$ cat src/design/dhp_pkg.sv
package dhp_pkg;

    // Parse phases, one-hot
    typedef enum logic [6:0] {
        PH_FLOW = 7'b0000001,
        PH_FLAG = 7'b0000010,
        PH_MSG  = 7'b0000100,
        PH_IDX  = 7'b0001000,
        PH_CNT  = 7'b0010000,
        PH_PAY  = 7'b0100000,
        PH_ERR  = 7'b1000000
    } t_phase;

    // Frame status codes
    typedef enum logic [1:0] {
        ST_OK     = 2'd0,
        ST_VARINT = 2'd1,
        ST_FLAG   = 2'd2
    } t_status;

    // Configuration register indexes
    localparam int unsigned CFG_IDX_W = 1;
    localparam logic [CFG_IDX_W-1:0] CFG_PLAIN_FLAG = 1'd0;
    localparam logic [CFG_IDX_W-1:0] CFG_SEG_FLAG   = 1'd1;

    localparam logic [7:0] PLAIN_FLAG_RESET = 8'd0;
    localparam logic [7:0] SEG_FLAG_RESET   = 8'd1;

    // Varint limits: index of the last byte allowed
    localparam logic [3:0] V32_LAST_BYTE = 4'd4;
    localparam logic [3:0] V64_LAST_BYTE = 4'd9;

    localparam int unsigned LEN_W      = 12;
    localparam int unsigned LEN_HW_MAX = 4095;

    localparam int unsigned QUEUE_DEPTH = 2;
    localparam int unsigned QPTR_W      = $clog2(QUEUE_DEPTH);

    // Output stream packing
    localparam int unsigned OUT_TDATA_W = 152;

    // One datagram byte after classification
    typedef struct packed {
        logic [7:0] data;
        logic       last;
        logic       cont;
    } t_item;

    // One result item
    typedef struct packed {
        logic              payload_valid;
        logic [7:0]        payload_byte;
        logic              frame_done;
        t_status           status;
        logic [31:0]       flow_id;
        logic              is_segmented;
        logic [63:0]       msg_ident;
        logic [15:0]       seg_number;
        logic [15:0]       seg_total;
        logic [LEN_W-1:0]  payload_length;
    } t_result;

endpackage

$ cat src/design/dhp_front.sv
module dhp_front
    import dhp_pkg::*;
(
    input  logic       i_clk,
    input  logic       i_rst_n,
    input  logic       i_valid,
    input  logic [7:0] i_data,
    input  logic       i_last,
    output logic       o_ready,
    output logic       o_valid,
    output t_item      o_item,
    input  logic       i_ready
);

    logic  r_valid;
    t_item r_item;

    assign o_ready = !r_valid || i_ready;
    assign o_valid = r_valid;
    assign o_item  = r_item;

    always_ff @(posedge i_clk) begin
        if (!i_rst_n) begin
            r_valid <= 1'b0;
        end else if (o_ready) begin
            r_valid <= i_valid;
        end
    end

    // Tag each byte with its continuation bit
    always_ff @(posedge i_clk) begin
        if (o_ready && i_valid) begin
            r_item.data <= i_data;
            r_item.last <= i_last;
            r_item.cont <= i_data[7];
        end
    end

endmodule

$ cat src/design/dhp_queue.sv
module dhp_queue
    import dhp_pkg::*;
(
    input  logic  i_clk,
    input  logic  i_rst_n,
    input  logic  i_push_valid,
    input  t_item i_push_item,
    output logic  o_push_ready,
    output logic  o_pop_valid,
    output t_item o_pop_item,
    input  logic  i_pop_ready
);

    localparam logic [QPTR_W-1:0] LAST_PTR = QPTR_W'(QUEUE_DEPTH - 1);
    localparam logic [QPTR_W:0]   FULL_CNT = (QPTR_W + 1)'(QUEUE_DEPTH);

    t_item             r_mem [QUEUE_DEPTH];
    logic [QPTR_W-1:0] r_wr_ptr;
    logic [QPTR_W-1:0] r_rd_ptr;
    logic [QPTR_W:0]   r_count;
    logic              push;
    logic              pop;

    assign o_push_ready = (r_count != FULL_CNT);
    assign o_pop_valid  = (r_count != '0);
    assign o_pop_item   = r_mem[r_rd_ptr];
    assign push         = i_push_valid && o_push_ready;
    assign pop          = o_pop_valid && i_pop_ready;

    always_ff @(posedge i_clk) begin
        if (!i_rst_n) begin
            r_wr_ptr <= '0;
            r_rd_ptr <= '0;
            r_count  <= '0;
        end else begin
            if (push) begin
                r_wr_ptr <= (r_wr_ptr == LAST_PTR) ? '0 : r_wr_ptr + 1'b1;
            end
            if (pop) begin
                r_rd_ptr <= (r_rd_ptr == LAST_PTR) ? '0 : r_rd_ptr + 1'b1;
            end
            if (push && !pop) begin
                r_count <= r_count + 1'b1;
            end else if (pop && !push) begin
                r_count <= r_count - 1'b1;
            end
        end
    end

    always_ff @(posedge i_clk) begin
        if (push) begin
            r_mem[r_wr_ptr] <= i_push_item;
        end
    end

endmodule

$ cat src/design/dhp_back.sv
module dhp_back
    import dhp_pkg::*;
#(
    parameter int MAX_FRAME_BYTES = 2048
) (
    input  logic       i_clk,
    input  logic       i_rst_n,
    input  logic       i_item_valid,
    input  t_item      i_item,
    output logic       o_item_ready,
    input  logic [7:0] i_plain_code,
    input  logic [7:0] i_seg_code,
    output logic       o_valid,
    output t_result    o_result,
    input  logic       i_ready
);

    localparam int CAP_INT = (MAX_FRAME_BYTES < LEN_HW_MAX) ? MAX_FRAME_BYTES : LEN_HW_MAX;
    localparam logic [LEN_W-1:0] LEN_CAP = LEN_W'(CAP_INT);

    t_phase           r_phase,   n_phase;
    logic [63:0]      r_acc,     n_acc;
    logic [3:0]       r_vcount,  n_vcount;
    logic [31:0]      r_flow,    n_flow;
    logic [63:0]      r_msg,     n_msg;
    logic [15:0]      r_index,   n_index;
    logic [15:0]      r_count,   n_count;
    logic             r_seg,     n_seg;
    t_status          r_err,     n_err;
    logic [LEN_W-1:0] r_pay_cnt, n_pay_cnt;
    logic             r_out_valid;
    t_result          r_out,     n_out;

    logic        take;
    logic [5:0]  v_shift;
    logic [63:0] v_acc;
    logic [3:0]  v_last_byte;
    logic        v_bad;
    t_status     v_status;

    assign o_item_ready = !r_out_valid || i_ready;
    assign take         = i_item_valid && o_item_ready;
    assign o_valid      = r_out_valid;
    assign o_result     = r_out;

    // Shared varint step: place the low seven bits at 7 * byte count
    assign v_shift     = 6'({2'b00, r_vcount} * 6'd7);
    assign v_acc       = r_acc | ({57'd0, i_item.data[6:0]} << v_shift);
    assign v_last_byte = (r_phase == PH_MSG) ? V64_LAST_BYTE : V32_LAST_BYTE;
    assign v_bad       = i_item.cont && (r_vcount == v_last_byte);

    always_comb begin
        n_phase   = r_phase;
        n_acc     = r_acc;
        n_vcount  = r_vcount;
        n_flow    = r_flow;
        n_msg     = r_msg;
        n_index   = r_index;
        n_count   = r_count;
        n_seg     = r_seg;
        n_err     = r_err;
        n_pay_cnt = r_pay_cnt;
        n_out     = '0;
        v_status  = ST_OK;

        case (r_phase)
            PH_FLOW, PH_MSG, PH_IDX, PH_CNT: begin
                if (!i_item.cont) begin
                    n_acc    = '0;
                    n_vcount = '0;
                    case (r_phase)
                        PH_FLOW: begin
                            n_flow  = v_acc[31:0];
                            n_phase = PH_FLAG;
                        end
                        PH_MSG: begin
                            n_msg   = v_acc;
                            n_phase = PH_IDX;
                        end
                        PH_IDX: begin
                            n_index = v_acc[15:0];
                            n_phase = PH_CNT;
                        end
                        default: begin
                            n_count = v_acc[15:0];
                            n_phase = PH_PAY;
                        end
                    endcase
                end else if (v_bad) begin
                    n_err    = ST_VARINT;
                    n_phase  = PH_ERR;
                    n_acc    = '0;
                    n_vcount = '0;
                end else begin
                    // Drop bits above the field width of 32-bit varints
                    n_acc    = (r_phase == PH_MSG) ? v_acc : {32'd0, v_acc[31:0]};
                    n_vcount = r_vcount + 4'd1;
                end
            end
            PH_FLAG: begin
                // Plain wins when both codes match
                if (i_item.data == i_plain_code) begin
                    n_seg   = 1'b0;
                    n_phase = PH_PAY;
                end else if (i_item.data == i_seg_code) begin
                    n_seg   = 1'b1;
                    n_phase = PH_MSG;
                end else begin
                    n_err    = ST_FLAG;
                    n_phase  = PH_ERR;
                    n_acc    = '0;
                    n_vcount = '0;
                end
            end
            PH_PAY: begin
                n_out.payload_valid = 1'b1;
                n_out.payload_byte  = i_item.data;
                if (r_pay_cnt < LEN_CAP) begin
                    n_pay_cnt = r_pay_cnt + 1'b1;
                end
            end
            PH_ERR: begin
                n_phase = PH_ERR;
            end
            default: begin
                n_phase = PH_ERR;
            end
        endcase

        if (i_item.last) begin
            case (n_phase)
                PH_ERR:                          v_status = n_err;
                PH_FLOW, PH_MSG, PH_IDX, PH_CNT: v_status = ST_VARINT;
                default:                         v_status = ST_OK;
            endcase
            n_out.frame_done = 1'b1;
            n_out.status     = v_status;
            if (v_status == ST_OK) begin
                n_out.flow_id        = n_flow;
                n_out.is_segmented   = n_seg;
                n_out.msg_ident      = n_msg;
                n_out.seg_number     = n_index;
                n_out.seg_total      = n_count;
                n_out.payload_length = n_pay_cnt;
            end
            // Start over for the next datagram
            n_phase   = PH_FLOW;
            n_acc     = '0;
            n_vcount  = '0;
            n_flow    = '0;
            n_msg     = '0;
            n_index   = '0;
            n_count   = '0;
            n_seg     = 1'b0;
            n_err     = ST_OK;
            n_pay_cnt = '0;
        end
    end

    always_ff @(posedge i_clk) begin
        if (!i_rst_n) begin
            r_phase     <= PH_FLOW;
            r_acc       <= '0;
            r_vcount    <= '0;
            r_flow      <= '0;
            r_msg       <= '0;
            r_index     <= '0;
            r_count     <= '0;
            r_seg       <= 1'b0;
            r_err       <= ST_OK;
            r_pay_cnt   <= '0;
            r_out_valid <= 1'b0;
        end else begin
            if (take) begin
                r_phase   <= n_phase;
                r_acc     <= n_acc;
                r_vcount  <= n_vcount;
                r_flow    <= n_flow;
                r_msg     <= n_msg;
                r_index   <= n_index;
                r_count   <= n_count;
                r_seg     <= n_seg;
                r_err     <= n_err;
                r_pay_cnt <= n_pay_cnt;
            end
            if (o_item_ready) begin
                r_out_valid <= i_item_valid;
            end
        end
    end

    always_ff @(posedge i_clk) begin
        if (take) begin
            r_out <= n_out;
        end
    end

    a_err_fields_clear: assert property (@(posedge i_clk) disable iff (!i_rst_n)
        r_out_valid && (r_out.status != ST_OK) |->
            (r_out.flow_id == '0) && (r_out.msg_ident == '0) && (r_out.payload_length == '0))
        else $error("error result carries header fields");

    a_vcount_bound: assert property (@(posedge i_clk) disable iff (!i_rst_n)
        (r_phase == PH_MSG) ? (r_vcount <= V64_LAST_BYTE) : (r_vcount <= V32_LAST_BYTE))
        else $error("varint byte count past its limit");

    a_pay_cnt_cap: assert property (@(posedge i_clk) disable iff (!i_rst_n)
        r_pay_cnt <= LEN_CAP)
        else $error("payload counter past its cap");

endmodule

$ cat src/design/datagram_header_parser.sv
// Channel   Direction  Signals                                    Transfer when
// s_axis    in         tdata[7:0] data_byte, tlast last_byte      tvalid && tready
// m_axis    out        tdata header+payload, tuser, tlast         tvalid && tready
// cfg       in         index (0 plain flag, 1 segmented flag)     valid && ready
//
// One result per input byte; throughput is one byte per cycle while the output is not stalled.
// Each byte passes the front register, the two-entry queue and the result register.
// The parser state lives in a single back-end register set updated per byte.
// Reset is synchronous, active low; flag codes return to plain 0, segmented 1.
// A stalled output holds the result; the queue absorbs the front until full.
module datagram_header_parser
    import dhp_pkg::*;
#(
    parameter int MAX_FRAME_BYTES = 2048
) (
    input  logic                   i_clk,
    input  logic                   i_rst_n,
    // Input bytes
    input  logic                   i_s_axis_tvalid,
    output logic                   o_s_axis_tready,
    input  logic [7:0]             i_s_axis_tdata,  // [7:0] data_byte
    input  logic                   i_s_axis_tlast,  // last_byte
    // Results
    output logic                   o_m_axis_tvalid,
    input  logic                   i_m_axis_tready,
    // [7:0] payload_byte, [9:8] status, [41:10] flow_id, [42] is_segmented,
    // [106:43] msg_ident, [122:107] seg_number, [138:123] seg_total,
    // [150:139] payload_length, [151] zero
    output logic [OUT_TDATA_W-1:0] o_m_axis_tdata,
    output logic                   o_m_axis_tuser,  // payload_valid
    output logic                   o_m_axis_tlast,  // frame_done
    // Configuration writes
    input  logic                   i_cfg_valid,
    output logic                   o_cfg_ready,
    input  logic [CFG_IDX_W-1:0]   i_cfg_index,
    input  logic [7:0]             i_cfg_data
);

    logic [7:0] r_plain_code;
    logic [7:0] r_seg_code;

    logic    front_valid;
    t_item   front_item;
    logic    front_ready;
    logic    q_valid;
    t_item   q_item;
    logic    q_ready;
    t_result result;

    // Flag codes: writes are always taken
    assign o_cfg_ready = 1'b1;

    always_ff @(posedge i_clk) begin
        if (!i_rst_n) begin
            r_plain_code <= PLAIN_FLAG_RESET;
            r_seg_code   <= SEG_FLAG_RESET;
        end else if (i_cfg_valid) begin
            case (i_cfg_index)
                CFG_PLAIN_FLAG: r_plain_code <= i_cfg_data;
                CFG_SEG_FLAG:   r_seg_code   <= i_cfg_data;
                default:        ;
            endcase
        end
    end

    // Front: register and classify each incoming byte
    dhp_front u_front (
        .i_clk   (i_clk),
        .i_rst_n (i_rst_n),
        .i_valid (i_s_axis_tvalid),
        .i_data  (i_s_axis_tdata),
        .i_last  (i_s_axis_tlast),
        .o_ready (o_s_axis_tready),
        .o_valid (front_valid),
        .o_item  (front_item),
        .i_ready (front_ready)
    );

    // Decouple front and back so either can stall alone
    dhp_queue u_queue (
        .i_clk        (i_clk),
        .i_rst_n      (i_rst_n),
        .i_push_valid (front_valid),
        .i_push_item  (front_item),
        .o_push_ready (front_ready),
        .o_pop_valid  (q_valid),
        .o_pop_item   (q_item),
        .i_pop_ready  (q_ready)
    );

    // Back: parse header, pass payload, build the result
    dhp_back #(
        .MAX_FRAME_BYTES (MAX_FRAME_BYTES)
    ) u_back (
        .i_clk        (i_clk),
        .i_rst_n      (i_rst_n),
        .i_item_valid (q_valid),
        .i_item       (q_item),
        .o_item_ready (q_ready),
        .i_plain_code (r_plain_code),
        .i_seg_code   (r_seg_code),
        .o_valid      (o_m_axis_tvalid),
        .o_result     (result),
        .i_ready      (i_m_axis_tready)
    );

    // Pack the result, first field in the lowest bits
    assign o_m_axis_tdata = {1'b0,
                             result.payload_length,
                             result.seg_total,
                             result.seg_number,
                             result.msg_ident,
                             result.is_segmented,
                             result.flow_id,
                             result.status,
                             result.payload_byte};
    assign o_m_axis_tuser = result.payload_valid;
    assign o_m_axis_tlast = result.frame_done;

endmodule

$ cat config.mk
export PLATFORM = sky130hd
export DESIGN_NAME = datagram_header_parser
export DESIGN_NICKNAME = d
export VERILOG_FILES = /design/src/design/dhp_pkg.sv /design/src/design/dhp_front.sv /design/src/design/dhp_queue.sv /design/src/design/dhp_back.sv /design/src/design/datagram_header_parser.sv
export SDC_FILE = /design/constraint.sdc
export NUM_CORES = 1
export LEC_CHECK = 0
export BUFFER_PORTS_ARGS = -buffer_cell sky130_fd_sc_hd__buf_2
export CAP_MARGIN = 5
export CORE_UTILIZATION = 55
export CTS_CLUSTER_DIAMETER = 200
export CTS_CLUSTER_SIZE = 10
export DETAILED_ROUTE_END_ITERATION = 10
export GPL_ROUTABILITY_DRIVEN = 1
export GPL_TIMING_DRIVEN = 0
export PLACE_DENSITY = 0.75
export SLEW_MARGIN = 10
export SYNTH_ARGS = -nofsm -noshare
export SYNTH_HDL_FRONTEND = slang
export SYNTH_SLANG_ARGS = --single-unit
$ cat constraint.sdc
create_clock -name i_clk -period 12.9 [get_ports i_clk]
set_input_delay 1.29 -clock i_clk [delete_from_list [all_inputs] [get_ports i_clk]]
set_output_delay 1.29 -clock i_clk [all_outputs]
set_load 0.01 [all_outputs]
==> impl_metrics.env, run 1 <==
export IMPL_status="finished, final reports clean"
export IMPL_placed_cells=2412
export IMPL_required_ps=13350
export IMPL_cp_arrival_ps=4850
export IMPL_maxCapViolations=0
export IMPL_dp_hpwl_mm=37.5
export IMPL_final_cell_mix="241 x dfxtp_1, 213 x nand2_1, 211 x nor2_1, 194 x buf_2, 180 x edfxtp_1"
export IMPL_fmax_mhz=227
export IMPL_holdWs_ps=445
export IMPL_n_antenna_cell=0
export IMPL_post_cts_resized=0
export IMPL_rsz0062_at_grt="false"
export IMPL_root_buffer="clkbuf_16"
export IMPL_antenna_found_initial=0
export IMPL_fin_skew_ps=27.1
export IMPL_overflow=0
export IMPL_die_x_um=184
export IMPL_regArea_um2=10200
export IMPL_r2r_end="u_back.r_index[7]"
export IMPL_cp_endpoint="u_back.r_index[7]"
export IMPL_area_growth_pct=15.7
export IMPL_worstPathMaxFanout=9
export IMPL_crit_type="flip-flop to flip-flop"
export IMPL_yosys_most_used_dff="dfxtp_1"
export IMPL_clk_path_buf_depth=3
export IMPL_numCtsBuffers=48
export IMPL_setup_worst_path_end_class="flip-flop"
export IMPL_grt_max_degree=71
export IMPL_via_count=14700
export IMPL_synth_nets=1827
export IMPL_hp_class="flip-flop to flip-flop"
export IMPL_tns_ps=0
export IMPL_pin_count=180
export IMPL_ir_drop_v=0.000136
export IMPL_insertion_delay_ps=570
export IMPL_slew_viol_final=0
export IMPL_wl_per_cell_um=21.0
export IMPL_synth_area_leaders="edfxtp_1 30%, dfxtp_1 26%, a211oi_1 4.6%, nand2_1 4.4%, nor2_1 4.3%"
export IMPL_globalplace_congestion=0.970
export IMPL_yosysTopAreaCell="edfxtp_1"
export IMPL_grt_pass1_wl_mm=79.4
export IMPL_fin_crit_sh=0.341
export IMPL_synth_edf_count=180
export IMPL_p_leak_nw=7.52
export IMPL_drtIter0Drc=1382
export IMPL_worstMarginPinSlew_ps=1220
export IMPL_finalHoldViolations=0
export IMPL_regToRegStartpoint="u_back.r_vcount[2]"
export IMPL_holdBufCountCts=0
export IMPL_period_needed_ps=4410
export IMPL_setup_viol=0
export IMPL_syn_avg_cell_area_um2=10.2
export IMPL_die_h_um=184
export IMPL_startpoint="u_back.r_vcount[2]"
export IMPL_post_cts_buffers=0
export IMPL_final_common_cell="dfxtp_1"
export IMPL_powerDensity_nw_per_um2=202
export IMPL_grt_pass1_vias=14200
export IMPL_fin_area_um2=21100
export IMPL_die_area_um2=33900
export IMPL_fillers=2663
export IMPL_nets=2055
export IMPL_num_rows=66
export IMPL_synth_cells=1792
export IMPL_ys_ff_latch=421
export IMPL_dpl_cell_area_um2=19700
export IMPL_start_kind="flip-flop"
export IMPL_yosys_warnings=0
export IMPL_cts_max_level=2
export IMPL_slew_headroom=0.179
export IMPL_totalPowerFinal_mw=4.25
export IMPL_route_detailed_drc=0
export IMPL_port_buffers=176
export IMPL_synth_seq_area_share=0.561
export IMPL_multi_input_area_um2=7380
export IMPL_netlist_area_leader_share=0.296
export IMPL_firstDrtPassIters=5
export IMPL_cts_tree="yes"
export IMPL_syn_area_um2=18200
export IMPL_start_util=0.559
export IMPL_async_flop_share=0
export IMPL_clk_pin_slew_ps=70
export IMPL_core_um2=32600
export IMPL_drive_gt1_frac=0.156
export IMPL_grtUsageTotal=0.310
export IMPL_synth_distinct_cells=82
export IMPL_wirelength_mm=52.3
export IMPL_r2r_slack_ps=8490
export IMPL_ant_nets=0
export IMPL_layout_cells_non_filler=2494
export IMPL_r2r_cells=10
export IMPL_vias_per_cell=5.90
export IMPL_cts_sinks=421
per-stage QoR:
| step | setup WS [ps] | util |
|---|---|---|
| after detailed placement | 8310 | 0.605 |
| after CTS | 8540 | 0.647 |
| after floorplan | 5740 | - |
| after global placement | 3520 | 0.603 |
| final | 8490 | 0.647 |
| after global routing | 8210 | 0.647 |
critical path: stages (launching register included):
cell     delay (ps)
dfxtp_1         430
fa_1            530
ha_1            180
inv_1            70
fa_1            490
xnor2_1         700
or3_1           220
mux2i_1         230
a21oi_1        1000
o21ai_0         220
and2_1          210
layout make-up:
cell class | instances | share of cell area
Sequential cell | 421 | 0.485
Tap cell | 442 | 0.0262
Multi-Input combinational cell | 1231 | 0.350
Clock inverter | 4 | 0.00267
Buffer | 121 | 0.0267
Timing Repair Buffer | 178 | 0.0443
Clock buffer | 78 | 0.0622
Inverter | 19 | 0.00338
routing by layer:
layer	part of all wire	routed length, µm	up-vias	GRT usage
li1	-	-	6855	-
met1	0.40	21200	7027	0.404
met2	0.47	24700	706	0.508
met3	0.080	4170	135	0.0454
met4	0.044	2290	0	0.149
met5	0	0	-	0
worst min path at each step:
stage,from,endpoint,cells past startpoint
floorplan,u_back.r_acc[33],u_back.r_acc[33],2
global placement,u_front.o_item[2],u_queue.r_mem[0][2],0
detailed placement,u_front.o_item[4],u_queue.r_mem[1][4],0
CTS,u_front.o_item[3],u_queue.r_mem[0][3],0
global route,u_front.o_item[3],u_queue.r_mem[0][3],0
finish,u_front.o_item[4],u_queue.r_mem[1][4],0
sequential cells by signal, indices dropped and copies added, names as in the netlist, 9 cells and up, named ones only:
register and cells:
u_queue.r_mem 18, u_back.r_index 16, u_back.r_flow 32, u_back.r_msg 64, u_back.r_pay_cnt 12, u_back.o_result 153, u_front.o_item 9, u_back.r_acc 64
u_back.r_count 16
Yosys cell counts, types with 4 or more instances:
library cell  instances
xnor2_1              17
inv_1                19
a22oi_1              24
a21boi_0             25
nor4_1                5
dfxtp_1             241
mux2i_2               6
clkbuf_1             85
buf_2                18
a211oi_1            113
nand2_1             213
o211a_1               4
a21oi_2               5
o2bb2ai_1             5
o21ai_0             129
ha_1                  8
nor2_1              211
a21o_1               11
or3_1                 4
nor2b_1              38
buf_4                12
mux2i_1              25
xor2_1               18
mux4_2                6
a22o_1               19
o21ai_1              10
o31ai_1               6
nand2b_1             14
o21a_1                5
and3_1               11
mux2_2                7
and2_1               76
fa_1                  4
nand4_1               8
nor3_1               28
edfxtp_1            180
nand3_1              34
a21oi_1              57
a211oi_2              4
a31oi_1              16
cells by family after synthesis:
kind of cell             Yosys count  synth area share
AO/OA/AOI/OAI                    467             0.172
XOR/XNOR                          35            0.0168
adder cells (fa/ha/maj)           12           0.00987
buffers and inverters            140            0.0346
flip-flops                       421             0.561
multiplexers                      47            0.0337
other                              2          0.000412
AND/OR/NAND/NOR                  668             0.172
report_power, final:
group          switching [mW]  internal [mW]
sequential             0.0592           1.66
combinational           0.941          0.378
clock                   0.523          0.694
total                    1.52           2.73
No activity file was read; power rests on OpenSTA's default activity.
==> run 2, diff against run 1 <==
- clock period: 12.9 -> 4.6 ns (I/O delays scaled with it)
==> impl_metrics.env, run 2 (synthesized netlist as in run 1, its figures left out) <==
export IMPL_status="finished, final reports clean"
export IMPL_r2r_slack_ps=240
export IMPL_grt_pass1_vias=14000
export IMPL_setup_worst_path_end_class="flip-flop"
export IMPL_die_h_um=184
export IMPL_fin_area_um2=21100
export IMPL_start_kind="flip-flop"
export IMPL_n_antenna_cell=0
export IMPL_setup_viol=0
export IMPL_root_buffer="clkbuf_16"
export IMPL_fin_skew_ps=29.1
export IMPL_drive_gt1_frac=0.156
export IMPL_p_leak_nw=7.51
export IMPL_core_um2=32600
export IMPL_fmax_mhz=229
export IMPL_vias_per_cell=5.99
export IMPL_via_count=14900
export IMPL_ant_nets=0
export IMPL_cts_sinks=421
export IMPL_nets=2054
export IMPL_slew_viol_final=0
export IMPL_post_route_util=0.646
export IMPL_clk_pin_slew_ps=60
export IMPL_post_cts_buffers=0
export IMPL_antenna_found_initial=0
export IMPL_cts_max_level=2
export IMPL_hold_end="u_front.o_item[1]"
export IMPL_cp_arrival_ps=4600
export IMPL_powerDensity_nw_per_um2=564
export IMPL_die_x_um=184
export IMPL_maxCapViolations=0
export IMPL_regToRegStartpoint="u_back.r_vcount[0]"
export IMPL_overflow=0
export IMPL_numCtsBuffers=48
export IMPL_num_rows=66
export IMPL_route_detailed_drc=0
export IMPL_area_growth_pct=15.6
export IMPL_insertion_delay_ps=560
export IMPL_finalHoldViolations=0
export IMPL_dpl_cell_area_um2=19700
export IMPL_cts_tree="yes"
export IMPL_pin_count=180
export IMPL_grt_max_degree=108
export IMPL_dp_hpwl_mm=37.1
export IMPL_holdWs_ps=80.8
export IMPL_placed_cells=2411
export IMPL_whs_path_depth=1
export IMPL_die_area_um2=33900
export IMPL_grtUsageTotal=0.310
export IMPL_rsz0062_at_grt="false"
export IMPL_worst_slack_ps=237
export IMPL_ir_drop_v=0.000439
export IMPL_crit_type="flip-flop to flip-flop"
export IMPL_firstDrtPassIters=7
export IMPL_worstMarginPinSlew_ps=1190
export IMPL_start_util=0.559
export IMPL_port_buffers=176
export IMPL_required_ps=4840
export IMPL_wirelength_mm=52.4
export IMPL_layout_cells_non_filler=2491
export IMPL_slew_headroom=0.201
export IMPL_wl_per_cell_um=21.0
export IMPL_clk_path_buf_depth=3
export IMPL_r2r_cells=9
export IMPL_grt_pass1_wl_mm=79.6
export IMPL_worstHoldStart="i_s_axis_tlast"
export IMPL_fin_crit_sh=0.949
export IMPL_worstPathMaxFanout=9
export IMPL_largest_reg_flops=153
export IMPL_dp_slack_ps=209
export IMPL_drtIter0Drc=1466
export IMPL_final_common_cell="dfxtp_1"
export IMPL_r2r_end="u_back.o_result[112]"
export IMPL_hp_class="input port to flip-flop"
export IMPL_period_needed_ps=4360
export IMPL_final_cell_mix="241 x dfxtp_1, 213 x nand2_1, 211 x nor2_1, 194 x buf_2, 180 x edfxtp_1"
export IMPL_globalplace_congestion=0.977
run 2: power breakdown:
group / switching, mW / internal (mW) / total (mW)
registers: 0.165 / 4.66 / 4.82
logic: 2.64 / 1.04 / 3.67
clock network: 1.44 / 1.97 / 3.41
run 2: critical path, cell delays in order, from the launching register on:
cell and delay [ps]:
dfxtp_1 400, fa_1 570, ha_1 190, inv_1 70, fa_1 510, xnor2_1 710, or3_1 220, mux2i_1 270
a21oi_1 870, a211oi_1 220
run 2: final cells by class:
cell class	count	area, µm²
flip-flops and latches	421	10200
multi-input cells	1231	7390
fillers	2628	11500
well taps	442	553
clock inverters	2	28.8
plain buffers	121	571
repair buffers	177	908
inverters	19	71.3
clock buffers	78	1340
run 2: per-layer routing:
metal / part of all wire / global-route usage / vias to the layer above
met2: 0.47 / 0.510 / 712
met5: 0 / 0 / -
met4: 0.043 / 0.138 / 0
li1: - / - / 6849
met3: 0.077 / 0.0425 / 146
met1: 0.41 / 0.408 / 7203
run 2: stage by stage:
stage / TNS, ps / total power, mW
6_report: 0 / 11.9
5_1_grt: 0 / 12.4
4_1_cts: 0 / 11.9
3_5_place_dp: 0 / 8.50
3_3_place_gp: -24000 / 8.49
2_1_floorplan: 0 / 7.12
run 2: how the worst max path moves through the flow:
stage                       start                    to  cells past startpoint
5_1_grt        u_back.r_vcount[1]     u_back.r_count[6]                     10
2_1_floorplan     i_m_axis_tready      u_back.r_msg[47]                      7
6_report       u_back.r_vcount[0]  u_back.o_result[112]                      9
4_1_cts        u_back.r_vcount[0]      u_back.r_flow[7]                     10
3_3_place_gp      i_m_axis_tready      u_back.r_msg[46]                      8
3_5_place_dp   u_back.r_vcount[0]      u_back.r_flow[7]                     10
run 2: what timing repair did:
item	4_1_cts	5_1_grt
hold buffers	0	0
gates resized for setup	0	1
endpoints found under the setup margin	0	8
